`config.mk`:
```
export PLATFORM = sky130hd
export DESIGN_NAME = periodic_task_table
export DESIGN_NICKNAME = d
export VERILOG_FILES = /design/src/sv/ptt_pkg.sv /design/src/sv/ptt_datapath.sv /design/src/sv/ptt_control.sv /design/src/sv/periodic_task_table.sv
export SDC_FILE = /design/constraint.sdc
export NUM_CORES = 2
export LEC_CHECK = 0
export BUFFER_PORTS_ARGS = -buffer_cell sky130_fd_sc_hd__buf_4
export CORE_AREA = 2 2 332 334
export CTS_CLUSTER_SIZE = 25
export DETAILED_ROUTE_END_ITERATION = 6
export DIE_AREA = 0 0 334 336
export PLACE_DENSITY = 0.87
export SLEW_MARGIN = 15
export SYNTH_ARGS = -nofsm -noshare
export SYNTH_HDL_FRONTEND = slang
export SYNTH_SLANG_ARGS = --single-unit
```
`constraint.sdc`:
```
create_clock -name clk -period 4.7 [get_ports clk]
set_clock_uncertainty 0.2 [all_clocks]
set_input_delay 0.47 -clock clk [delete_from_list [all_inputs] [get_ports clk]]
set_output_delay 0.47 -clock clk [all_outputs]
set_load 0.02 [all_outputs]
```
`src/sv/ptt_pkg.sv`:
```
// Shared types and constants for the periodic task table.
`timescale 1ns / 1ps

package ptt_pkg;

    localparam int NUM_SLOTS = 16;
    localparam int SLOT_W    = 4;
    localparam int CODE_W    = 5;
    localparam int EVENT_W   = 8;
    localparam int RATE_W    = 16;
    localparam int ARG_W     = 16;
    localparam int DIV_STEPS = RATE_W;
    localparam int STEP_W    = 5;

    localparam logic [CODE_W-1:0] INVALID_SLOT = CODE_W'(NUM_SLOTS);

    localparam logic [2:0] MODE_TICK   = 3'd0;
    localparam logic [2:0] MODE_LOAD   = 3'd1;
    localparam logic [2:0] MODE_UNLOAD = 3'd2;
    localparam logic [2:0] MODE_RUN    = 3'd3;
    localparam logic [2:0] MODE_FREQ   = 3'd4;

    typedef struct packed {
        logic accept;
        logic div_step;
        logic tick_latch;
        logic emit_fire;
        logic commit;
    } cmd_t;

    typedef struct packed {
        logic in_tick;
        logic in_div;
        logic fire_pending;
        logic out_free;
    } sts_t;

endpackage

```
`src/sv/ptt_datapath.sv`:
```
// Datapath: slot table, divider, tick scan and output register.
`timescale 1ns / 1ps

module ptt_datapath (
    input  logic                clk,
    input  logic                rst_n,
    input  logic                cfg_we,
    input  logic [15:0]         cfg_wdata,
    input  logic [63:0]         s_tdata,
    input  logic [2:0]          s_tuser,
    output logic                m_tvalid,
    input  logic                m_tready,
    output logic [55:0]         m_tdata,
    output logic [0:0]          m_tuser,
    output logic                m_tlast,
    input  ptt_pkg::cmd_t       cmd,
    output ptt_pkg::sts_t       sts
);

    localparam int N = ptt_pkg::NUM_SLOTS;

    logic [15:0]                      tf_reg;
    logic [N-1:0]                     used_reg;
    logic [N-1:0]                     run_reg;
    logic [ptt_pkg::RATE_W-1:0]       cnt_reg [N];
    logic [ptt_pkg::RATE_W-1:0]       per_reg [N];
    logic [1:0]                       argc_reg [N];
    logic [ptt_pkg::EVENT_W-1:0]      ev_reg [N];
    logic [ptt_pkg::ARG_W-1:0]        arg0_reg [N];
    logic [ptt_pkg::ARG_W-1:0]        arg1_reg [N];
    logic [ptt_pkg::CODE_W-1:0]       count_reg;
    logic [N-1:0]                     fire_reg;

    logic [2:0]                       in_mode_reg;
    logic [ptt_pkg::CODE_W-1:0]       in_slot_reg;
    logic [ptt_pkg::EVENT_W-1:0]      in_ev_reg;
    logic [ptt_pkg::RATE_W-1:0]       in_rate_reg;
    logic                             in_run_reg;
    logic [1:0]                       in_argc_reg;
    logic [ptt_pkg::ARG_W-1:0]        in_a1_reg;
    logic [ptt_pkg::ARG_W-1:0]        in_a2_reg;

    logic [ptt_pkg::RATE_W-1:0]       quo_reg;
    logic [ptt_pkg::RATE_W-1:0]       rem_reg;

    logic                             ov_reg;
    logic                             o_kind_reg;
    logic [ptt_pkg::CODE_W-1:0]       o_slot_reg;
    logic [ptt_pkg::EVENT_W-1:0]      o_ev_reg;
    logic [1:0]                       o_argc_reg;
    logic [ptt_pkg::ARG_W-1:0]        o_a1_reg;
    logic [ptt_pkg::ARG_W-1:0]        o_a2_reg;
    logic                             o_ok_reg;
    logic [ptt_pkg::CODE_W-1:0]       o_count_reg;
    logic                             o_last_reg;

    logic [ptt_pkg::RATE_W:0]         div_sh;
    logic                             div_ge;
    logic [ptt_pkg::SLOT_W-1:0]       free_idx;
    logic [ptt_pkg::SLOT_W-1:0]       fire_idx;
    logic [N-1:0]                     fire_bit;
    logic [ptt_pkg::SLOT_W-1:0]       s_idx;
    logic                             s_valid;
    logic                             load_range;
    logic                             freq_range;
    logic [1:0]                       load_argc;
    logic                             do_load;
    logic                             do_drop;
    logic                             do_run;
    logic                             do_per;
    logic                             c_ok;
    logic [ptt_pkg::CODE_W-1:0]       c_slot;
    logic [ptt_pkg::CODE_W-1:0]       c_count;

    assign s_idx      = in_slot_reg[ptt_pkg::SLOT_W-1:0];
    assign s_valid    = in_slot_reg < ptt_pkg::INVALID_SLOT;
    assign load_range = (in_rate_reg != '0) && (in_rate_reg <= tf_reg);
    assign freq_range = (in_rate_reg != '0) && (in_rate_reg < tf_reg);
    assign load_argc  = (in_argc_reg > 2'd2) ? 2'd2 : in_argc_reg;

    assign div_sh = {rem_reg, quo_reg[ptt_pkg::RATE_W-1]};
    assign div_ge = div_sh >= {1'b0, in_rate_reg};

    always_comb
    begin
        free_idx = '0;
        for (int i = N - 1; i >= 0; i--)
        begin
            if (!used_reg[i])
            begin
                free_idx = ptt_pkg::SLOT_W'(i);
            end
        end
        fire_idx = '0;
        for (int i = N - 1; i >= 0; i--)
        begin
            if (fire_reg[i])
            begin
                fire_idx = ptt_pkg::SLOT_W'(i);
            end
        end
        fire_bit = '0;
        fire_bit[fire_idx] = 1'b1;
    end

    always_comb
    begin
        do_load = 1'b0;
        do_drop = 1'b0;
        do_run  = 1'b0;
        do_per  = 1'b0;
        c_ok    = 1'b0;
        c_slot  = s_valid ? in_slot_reg : ptt_pkg::INVALID_SLOT;
        c_count = count_reg;
        case (in_mode_reg)
            ptt_pkg::MODE_LOAD:
            begin
                c_slot = ptt_pkg::INVALID_SLOT;
                if (load_range && !(&used_reg))
                begin
                    do_load = 1'b1;
                    c_ok    = 1'b1;
                    c_slot  = {1'b0, free_idx};
                    c_count = count_reg + 1'b1;
                end
            end
            ptt_pkg::MODE_UNLOAD:
            begin
                if (s_valid)
                begin
                    do_drop = 1'b1;
                    c_ok    = 1'b1;
                end
            end
            ptt_pkg::MODE_RUN:
            begin
                if (s_valid && used_reg[s_idx])
                begin
                    do_run = 1'b1;
                    c_ok   = 1'b1;
                end
            end
            ptt_pkg::MODE_FREQ:
            begin
                if (s_valid && used_reg[s_idx])
                begin
                    do_per  = freq_range;
                    do_drop = !freq_range;
                    c_ok    = 1'b1;
                end
            end
            default:
            begin
                c_ok = 1'b0;
            end
        endcase
        if (do_drop && used_reg[s_idx] && count_reg != '0)
        begin
            c_count = count_reg - 1'b1;
        end
    end

    always_ff @(posedge clk or negedge rst_n)
    begin
        if (!rst_n)
        begin
            tf_reg    <= 16'd1000;
            used_reg  <= '0;
            run_reg   <= '0;
            count_reg <= '0;
            fire_reg  <= '0;
            ov_reg    <= 1'b0;
            for (int i = 0; i < N; i++)
            begin
                cnt_reg[i]  <= '0;
                per_reg[i]  <= '0;
                argc_reg[i] <= '0;
            end
        end
        else
        begin
            if (cfg_we)
            begin
                tf_reg <= cfg_wdata;
            end
            if (cmd.emit_fire || cmd.commit)
            begin
                ov_reg <= 1'b1;
            end
            else if (m_tready)
            begin
                ov_reg <= 1'b0;
            end
            if (cmd.tick_latch)
            begin
                for (int i = 0; i < N; i++)
                begin
                    if (used_reg[i] && run_reg[i])
                    begin
                        fire_reg[i] <= cnt_reg[i] >= per_reg[i];
                        cnt_reg[i]  <= (cnt_reg[i] >= per_reg[i]) ? 16'd1
                                                                  : cnt_reg[i] + 16'd1;
                    end
                    else
                    begin
                        fire_reg[i] <= 1'b0;
                    end
                end
            end
            if (cmd.emit_fire)
            begin
                fire_reg <= fire_reg & ~fire_bit;
            end
            if (cmd.commit)
            begin
                count_reg <= c_count;
                if (do_load)
                begin
                    used_reg[free_idx] <= 1'b1;
                    run_reg[free_idx]  <= 1'b0;
                    per_reg[free_idx]  <= quo_reg;
                    argc_reg[free_idx] <= load_argc;
                end
                if (do_drop)
                begin
                    used_reg[s_idx] <= 1'b0;
                    run_reg[s_idx]  <= 1'b0;
                end
                if (do_run)
                begin
                    run_reg[s_idx] <= in_run_reg;
                end
                if (do_per)
                begin
                    per_reg[s_idx] <= quo_reg;
                end
            end
        end
    end

    always_ff @(posedge clk)
    begin
        if (cmd.accept)
        begin
            in_mode_reg <= s_tuser;
            in_slot_reg <= s_tdata[4:0];
            in_ev_reg   <= s_tdata[12:5];
            in_rate_reg <= s_tdata[28:13];
            in_run_reg  <= s_tdata[29];
            in_argc_reg <= s_tdata[31:30];
            in_a1_reg   <= s_tdata[47:32];
            in_a2_reg   <= s_tdata[63:48];
            quo_reg     <= tf_reg;
            rem_reg     <= '0;
        end
        if (cmd.div_step)
        begin
            quo_reg <= {quo_reg[ptt_pkg::RATE_W-2:0], div_ge};
            rem_reg <= div_ge ? ptt_pkg::RATE_W'(div_sh - {1'b0, in_rate_reg})
                              : div_sh[ptt_pkg::RATE_W-1:0];
        end
        if (cmd.commit && do_load)
        begin
            ev_reg[free_idx] <= in_ev_reg;
            if (load_argc >= 2'd1)
            begin
                arg0_reg[free_idx] <= in_a1_reg;
            end
            if (load_argc >= 2'd2)
            begin
                arg1_reg[free_idx] <= in_a2_reg;
            end
        end
        if (cmd.emit_fire)
        begin
            o_kind_reg  <= 1'b1;
            o_slot_reg  <= {1'b0, fire_idx};
            o_ev_reg    <= ev_reg[fire_idx];
            o_argc_reg  <= argc_reg[fire_idx];
            o_a1_reg    <= (argc_reg[fire_idx] >= 2'd1) ? arg0_reg[fire_idx] : '0;
            o_a2_reg    <= (argc_reg[fire_idx] >= 2'd2) ? arg1_reg[fire_idx] : '0;
            o_ok_reg    <= 1'b0;
            o_count_reg <= count_reg;
            o_last_reg  <= (fire_reg & ~fire_bit) == '0;
        end
        if (cmd.commit)
        begin
            o_kind_reg  <= 1'b0;
            o_slot_reg  <= c_slot;
            o_ev_reg    <= '0;
            o_argc_reg  <= '0;
            o_a1_reg    <= '0;
            o_a2_reg    <= '0;
            o_ok_reg    <= c_ok;
            o_count_reg <= c_count;
            o_last_reg  <= 1'b1;
        end
    end

    assign sts.in_tick      = s_tuser == ptt_pkg::MODE_TICK;
    assign sts.in_div       = (s_tuser == ptt_pkg::MODE_LOAD) || (s_tuser == ptt_pkg::MODE_FREQ);
    assign sts.fire_pending = |fire_reg;
    assign sts.out_free     = !ov_reg || m_tready;

    assign m_tvalid = ov_reg;
    assign m_tuser  = o_kind_reg;
    assign m_tlast  = o_last_reg;
    assign m_tdata  = {3'b000, o_count_reg, o_ok_reg, o_a2_reg, o_a1_reg,
                       o_argc_reg, o_ev_reg, o_slot_reg};

    a_count_matches: assert property (@(posedge clk) disable iff (!rst_n)
        32'(count_reg) == $countones(used_reg))
        else $error("loaded count differs from used slots");

    a_run_needs_used: assert property (@(posedge clk) disable iff (!rst_n)
        (run_reg & ~used_reg) == '0)
        else $error("running slot not in use");

    a_fire_from_pending: assert property (@(posedge clk) disable iff (!rst_n)
        cmd.emit_fire |-> (fire_reg != '0) && !cmd.commit)
        else $error("fire emitted with nothing pending");

endmodule

```
`src/sv/ptt_control.sv`:
```
// Controller: sequences accept, divide, tick scan and result emission.
`timescale 1ns / 1ps

module ptt_control (
    input  logic           clk,
    input  logic           rst_n,
    input  logic           s_tvalid,
    output logic           s_tready,
    input  ptt_pkg::sts_t  sts,
    output ptt_pkg::cmd_t  cmd
);

    typedef enum logic [2:0] {
        ST_IDLE,
        ST_TICK,
        ST_SCAN,
        ST_DIV,
        ST_COMMIT
    } state_t;

    state_t                     state_reg;
    logic [ptt_pkg::STEP_W-1:0] step_reg;

    assign s_tready = state_reg == ST_IDLE;

    always_comb
    begin
        cmd            = '0;
        cmd.accept     = (state_reg == ST_IDLE) && s_tvalid;
        cmd.tick_latch = state_reg == ST_TICK;
        cmd.div_step   = state_reg == ST_DIV;
        cmd.emit_fire  = (state_reg == ST_SCAN) && sts.fire_pending && sts.out_free;
        cmd.commit     = (state_reg == ST_COMMIT) && sts.out_free;
    end

    always_ff @(posedge clk or negedge rst_n)
    begin
        if (!rst_n)
        begin
            state_reg <= ST_IDLE;
            step_reg  <= '0;
        end
        else
        begin
            unique case (state_reg)
                ST_IDLE:
                begin
                    step_reg <= '0;
                    if (s_tvalid)
                    begin
                        if (sts.in_tick)
                        begin
                            state_reg <= ST_TICK;
                        end
                        else if (sts.in_div)
                        begin
                            state_reg <= ST_DIV;
                        end
                        else
                        begin
                            state_reg <= ST_COMMIT;
                        end
                    end
                end
                ST_TICK:
                begin
                    state_reg <= ST_SCAN;
                end
                ST_SCAN:
                begin
                    if (!sts.fire_pending)
                    begin
                        state_reg <= ST_IDLE;
                    end
                end
                ST_DIV:
                begin
                    step_reg <= step_reg + 1'b1;
                    if (step_reg == ptt_pkg::STEP_W'(ptt_pkg::DIV_STEPS - 1))
                    begin
                        state_reg <= ST_COMMIT;
                    end
                end
                ST_COMMIT:
                begin
                    if (sts.out_free)
                    begin
                        state_reg <= ST_IDLE;
                    end
                end
                default:
                begin
                    state_reg <= ST_IDLE;
                end
            endcase
        end
    end

endmodule

```
`src/sv/periodic_task_table.sv`:
```
// Top level of the periodic task table.
`timescale 1ns / 1ps

// Table of 16 periodic tasks driven by command words on the input stream.
// One word is handled at a time. Load and set frequency run the 16-step
// restoring divider that forms base_rate / rate before the commit;
// unload, set run and unknown modes go straight to commit. A tick
// latches the counters and emits one fire word per fired task through the
// single output register; a stall on the output holds scan and commit.
module periodic_task_table (
    input  logic        clk,
    input  logic        rst_n,
    input  logic        cfg_we,
    input  logic [15:0] cfg_wdata,    // base_rate
    input  logic        s_tvalid,
    output logic        s_tready,
    // slot[4:0] event_id[12:5] rate[28:13] run_flag[29] arg_count[31:30]
    // arg_one[47:32] arg_two[63:48]
    input  logic [63:0] s_tdata,
    input  logic [2:0]  s_tuser,      // mode
    output logic        m_tvalid,
    input  logic        m_tready,
    // task_slot[4:0] fired_event[12:5] fired_arg_count[14:13]
    // fired_arg_one[30:15] fired_arg_two[46:31] success[47] loaded_count[52:48]
    output logic [55:0] m_tdata,
    output logic [0:0]  m_tuser,      // result_kind
    output logic        m_tlast       // last_of_run
);

    ptt_pkg::cmd_t cmd;
    ptt_pkg::sts_t sts;

    ptt_control u_control (
        .clk      (clk),
        .rst_n    (rst_n),
        .s_tvalid (s_tvalid),
        .s_tready (s_tready),
        .sts      (sts),
        .cmd      (cmd)
    );

    ptt_datapath u_datapath (
        .clk       (clk),
        .rst_n     (rst_n),
        .cfg_we    (cfg_we),
        .cfg_wdata (cfg_wdata),
        .s_tdata   (s_tdata),
        .s_tuser   (s_tuser),
        .m_tvalid  (m_tvalid),
        .m_tready  (m_tready),
        .m_tdata   (m_tdata),
        .m_tuser   (m_tuser),
        .m_tlast   (m_tlast),
        .cmd       (cmd),
        .sts       (sts)
    );

endmodule

```
# [After elaboration in Yosys (flattened, before gate mapping)]
# Memory sizes are Yosys's and may differ from the RTL's. A register that Yosys moved wholly into a read port is not among the register bits.
# Index checks and enable logic that the tools add are counted.
[word_totals] ff_bits=768 ram_bits=640 input_bits=88 out_inout_bits=60 word_cells=374 n_memories=3
[op_classes] n_addsub=20 n_lt_le_gt_ge=36 n_eq_ne=15 mux=146 bitwise_logic=11 reduce_logical=69
[memory_table] name="u_datapath.arg0_reg" depth=16 word_bits=16 rd=1 rd_clocked_by_memory_dff=0 write_ports=1 line_no="ptt_datapath.sv:29" rtl="logic [ptt_pkg::ARG_W-1:0] arg0_reg [N];"
[memory_table] name="u_datapath.arg1_reg" depth=16 word_bits=16 rd=1 rd_clocked_by_memory_dff=0 write_ports=1 line_no="ptt_datapath.sv:30" rtl="logic [ptt_pkg::ARG_W-1:0] arg1_reg [N];"
[memory_table] name="u_datapath.ev_reg" depth=16 word_bits=8 rd=1 rd_clocked_by_memory_dff=1 write_ports=1 line_no="ptt_datapath.sv:28" rtl="logic [ptt_pkg::EVENT_W-1:0] ev_reg [N];"
[ops] op="256-bit 2-to-1 mux" n=3
[ops] op="16-bit 2-to-1 mux" n=35
[ops] op="256-bit bitwise mux" n=2
[ops] op="16-bit by 1-bit adder with 16-bit output, second input constant" n=16
[ops] op="16-bit >= comparator" n=16
[ops] op="16-bit demux with 4-bit select" n=2
[ops] op="4-bit 2-to-1 mux" n=32
[ops] op="16-bit bitwise AND" n=4
[ops] op="5-bit 2-to-1 mux" n=10
[ops] op="16-bit inverter" n=3
[ops] op="1-bit 2-to-1 mux" n=40
[ops] op="2-bit AND reduction" n=17
[ops] op="32-bit bitwise mux" n=1
[ops] op="1-bit logical AND" n=32
[ops] op="3-bit 2-to-1 mux" n=6
[ops] op="17-bit by 16-bit >= comparator with 1-bit output" n=1
[ops] op="16-bit bitwise mux" n=1
[ops] op="16-bit less-or-equal comparator" n=1
[ops] op="16-bit zero test" n=1
[ops] op="16-bit < comparator" n=1
[ops] op="16-bit OR" n=1
[ops] op="16-bit AND reduction" n=1
[ops] op="16-bit nonzero test" n=1
[ops] op="16-bit OR reduction" n=1
[ops] op="other kinds (34)" n=69

# [Longest topological paths before layout]
[depth] ltp_word=29 depth_mapped=12 depth_no_buf=11

# [Cells and area by module]
# Synthesis repeated with hierarchy kept, for this count alone.
[hier_totals] hier_cells=5656 hier_area_um2=65853.2
[modules_own_cells] module="ptt_datapath" instances=1 cells_each=5599 area_per_inst_um2=65337.7 seq_area_each_um2=38774.7
[modules_own_cells] module="ptt_control" instances=1 cells_each=57 area_per_inst_um2=515.5 seq_area_each_um2=200.2

# [Worst setup path before layout]
# OpenSTA, ideal clock, no wires.
[synth_path] path_kind="reg-to-reg" from="register u_control.state_reg[2]" to="register u_datapath.quo_reg[0] in the netlist's numbering (enable)" setup_ns=0.375 arrival_time_ns=3.536 t_required_ns=4.125 path_slack_ns=0.590 stages_incl_launch_ff=5 path_buffers=1 period_less_slack_ns=4.110 cell_sequence="dfrtp_1 clkbuf_1 nor3_1 and2_1 or2_2"
[synth_rtl] item="start: declaration" line_no="ptt_control.sv:21" rtl="state_t state_reg;"
[synth_rtl] item="start signal: assignment" line_no="ptt_control.sv:40" rtl="state_reg <= ST_IDLE;"
[synth_rtl] item="start signal: assignment" line_no="ptt_control.sv:53" rtl="state_reg <= ST_TICK;"
[synth_rtl] item="start signal: assignment" line_no="ptt_control.sv:57" rtl="state_reg <= ST_DIV;"
[synth_rtl] item="end signal: assignment" line_no="ptt_datapath.sv:253" rtl="quo_reg <= tf_reg;"
[synth_rtl] item="end signal: assignment" line_no="ptt_datapath.sv:258" rtl="quo_reg <= {quo_reg[ptt_pkg::RATE_W-2:0], div_ge};"
[synth_rtl] item="end: declaration" line_no="ptt_datapath.sv:43" rtl="logic [ptt_pkg::RATE_W-1:0] quo_reg;"

# [Final worst setup path]
[layout_path] from="register u_datapath.tf_reg[3]" to="register u_datapath.per_reg[20] in the netlist's numbering"
[layout_via] elab_chain_len=9 elab_cells_between_ends=13 classes_between="order compare: 2; mux: 8; reduce/logical: 3"
[layout_lines] item="start: declaration" line_no="ptt_datapath.sv:22" rtl="logic [15:0] tf_reg;"
[layout_lines] item="start signal: assignment" line_no="ptt_datapath.sv:184" rtl="tf_reg <= cfg_wdata;"
[layout_lines] item="16-bit less-or-equal comparator" line_no="ptt_datapath.sv:77" rtl="assign load_range = (in_rate_reg != '0) && (in_rate_reg <= tf_reg);"
[layout_lines] item="1-bit logical AND" line_no="ptt_datapath.sv:77"
[layout_lines] item="1-bit logical AND" line_no="ptt_datapath.sv:119" rtl="if (load_range && !(&used_reg))"
[layout_lines] item="1-bit 2-to-1 mux" line_no="ptt_datapath.sv:119"
[layout_lines] item="1-bit 2-to-1 mux" line_no="ptt_datapath.sv:115" rtl="case (in_mode_reg)"
[layout_lines] item="256-bit 2-to-1 mux" line_no="ptt_datapath.sv:217" rtl="if (do_load)"
[layout_lines] item="256-bit 2-to-1 mux" line_no="ptt_datapath.sv:214" rtl="if (cmd.commit)"
[layout_lines] item="256-bit bitwise mux" line_no="ptt_datapath.sv:235" rtl="per_reg[s_idx] <= quo_reg;"
[layout_lines] item="256-bit 2-to-1 mux (*)" line_no="ptt_datapath.sv:233" rtl="if (do_per)"
[layout_lines] item="end signal: indexed assignment" line_no="ptt_datapath.sv:221" rtl="per_reg[free_idx] <= quo_reg;"
[layout_lines] item="end signal: indexed assignment" line_no="ptt_datapath.sv:235"
[layout_lines] item="end: declaration" line_no="ptt_datapath.sv:26" rtl="logic [ptt_pkg::RATE_W-1:0] per_reg [N];"
# Mark *: on every way between the ends. The rest lies on a longest branch, timed or not. The select of a mux whose other input is x is not followed.
# A chain may end at the register's enable or synchronous reset.

==> results by group <==
Outcome
  • Outcome: finished with violations
  • Violated checks: DRC

Worst setup path
  • CP top delay family: compound AO/OA/AOI/OAI gates
  • Critical Path RT: 5.15 ns
  • CP Depth: 10
  • CP bufs+invs: 2
  • Critical-path cell list: inv_1 -> ha_1 -> nand3_1 -> o21a_1 -> o32a_4 -> o2111ai_1 -> buf_4 -> nor2_1 -> a41oi_4 -> mux2_2
  • CP max stage delay: 0.71 ns
  • Critical Path Start Type: register
  • CP max-delay cell: a41oi_4
  • Arrival time worst endpoint: 4.78 ns
  • CP Capture Type: register
  • FF-to-FF path depth: 10
  • Critical path peak fanout: 16
  • WS Path Type: register to register

CTS
  • Cts hold-fix bufs: 117
  • Worst-Skew Late Latency: 0.79 ns
  • Max Root-Sink Buffers: 3
  • Total CTS buffers: 143
  • # H-tree levels: 4
  • Post-CTS Setup Repair Bufs: 0
  • Resize count post-CTS: 0
  • CTS tree: yes
  • CTS clk-pin slew, worst paths: 0.07 ns
  • CTS root buf: clkbuf_16
  • Clk sinks: 1416

Synth
  • Average cell area after synthesis: 11.76 µm²
  • Synth top area cells: edfxtp_1 (34%), dfrtp_1 (23%), ha_1 (5.8%)
  • Synthesized instance count: 5612
  • Cell variety after synth: 95
  • Most common cell in the netlist: edfxtp_1
  • Post-synth top cells: edfxtp_1 (750), nand2_1 (679), dfrtp_1 (616)
  • Flops & latches, synth: 1416
  • Ys async rst share: 43.93%
  • Post-synth EDFFs: 750
  • Primary FF master, synth: edfxtp_1
  • Area leader, netlist: edfxtp_1
  • Yosys Warn Count: 0
  • Post-Syn Area: 0.06600 mm²
  • Seq/Total Area, Yosys: 59.05%
  • Post-synth top area share: 34.12%

Global routing
  • Grt ovf: 0
  • Total track usage: 33.01%
  • Vias in the first global route: 49150
  • Initial antenna violation count: 3
  • First-pass GRT wire length: 284.6 mm
  • Largest net degree at the start of global routing: 128

Timing
  • RSZ-0062 raised after global routing: false
  • Slew Viols, Final: 0
  • Setup TNS: 0 ns
  • Final hold vios: 0
  • Fmax: 231.1 MHz
  • Fin crit share: 92.09%
  • Measured slew at the worst slew-check pin: 1.210 ns
  • Final min period: 4.328 ns
  • Final setup viols: 0
  • Slew Limit Headroom: 19.04%

Power
  • Leak Pwr: 31.50 nW
  • PD cells: 442.0 mW/mm²
  • Maximum VDD drop: 0.4348 mV

Place
  • GPL Wtd Cong: 0.9757
  • Hpwl dp: 115.1 mm
  • Port Buffers: 144

Final layout
  • Area grow syn2layout: 13.98%
  • Final core utilization: 69.40%
  • Fin nets: 6320
  • Fraction of layout cells with a size suffix above 1: 14.75%

Route
  • First drt pass iteration count: 7
  • Starting DRT DRC Count: 6781
  • Post-detailed-route DRC marker count: 2
  • Via count: 48940
  • Routed WL per cell: 24.97 µm
  • Final WL: 186.2 mm
  • Via/cell ratio: 6.565
  • Routed Antenna Nets: 0

Floorplan
  • Die ar.: 0.1122 mm²
  • Initial Util: 60.89%
  • Chip width: 334 µm
  • Die H: 336 µm
  • Boundary Pins: 148
  • Core Region: 0.1084 mm²
  • Rows: 121

Worst hold path
  • Hold Path Class: primary input to async pin

Job
  • Max_cap viols: 0
==> final cells by class <==
class	count	area, µm²
sequential	1416	38970
fill	6719	33170
multi-input combinational	3621	24910
clock buffer	191	3995
timing repair buffer	403	3451
tap	1414	1769
inverter	338	1269
clock inverter	71	855.8
antenna	1	2.502
==> cell families after synthesis <==
family	count (synthesis)	synth area share (%)
multiplexers	356	6.525
XOR/XNOR	196	2.601
adder cells (fa/ha/maj)	309	5.869
AO/OA/AOI/OAI	854	9.175
flip-flops	1416	59.05
AND/OR/NAND/NOR	1903	13.24
other	1	0.005682
buffers and inverters	577	3.532
==> path summary, 6_finish.rpt <==
path,endpoint,slack [ns],startpoint
max in group asynchronous,u_datapath.used_reg[12],2.97,rst_n
hold reg to reg,u_datapath.o_a2_reg[15],0.28,u_datapath.o_a2_reg[15]
min in group clk,u_datapath.in_a2_reg[0],0.19,s_tdata[48]
hold / removal,u_datapath.cnt_reg[234],0.17,rst_n
setup reg to reg,u_datapath.per_reg[20],0.37,u_datapath.tf_reg[3]
setup / recovery,u_datapath.per_reg[20],0.37,u_datapath.tf_reg[3]
==> cell usage in the layout, fill, tap and decap left out, types with 44 or more instances in the layout <==
cell,n
a21o_1,109
o21ai_0,181
mux2_2,194
o22ai_1,48
and3_1,80
nand4_1,92
mux2_4,90
mux2i_1,68
nand2_1,678
dfxtp_1,44
buf_4,275
xor2_1,120
a21oi_1,151
inv_1,337
nand3_1,300
edfxtp_1,750
xnor2_1,76
dfrtp_1,616
nor3_1,51
clkbuf_16,148
dlygate4sd3_1,117
ha_1,308
nor2_1,455
==> metrics by stage <==
stage / cell area (µm²) / power, mW / cells / hold WS (ns) / setup slack, ns
detailed placement: 69200 / 21.17 / 7075 / 0.2475 / 0.5281
global route: 75230 / 34.04 / 7454 / 0.1981 / 0.2996
floorplan: 66010 / 18.32 / 5614 / -0.02559 / 0.5895
CTS: 75230 / 32.93 / 7454 / 0.1801 / 0.4634
finish: 75230 / 33.25 / 7455 / 0.1696 / 0.3719
global placement: 69200 / 20.93 / 7075 / 0.2379 / 0.5825
==> per-layer routing <==
metal  global-route usage (%)  up-vias  wire [µm]
met5                        0        -         37
met4                    16.63        6       9523
met3                    8.212      765      22680
met2                    51.94     3466      85680
met1                    42.96    23920      68270
li1                         -    20790          -
==> report_power, final <==
group	internal (mW)	leakage [nW]	total [mW]	switching, mW
clock	6.68	2.32	11.8	5.12
sequential	14.1	15.6	15.0	0.963
combinational	1.95	13.5	6.42	4.47
total	22.7	31.5	33.3	10.6
No activity file was read; power rests on OpenSTA's default activity.
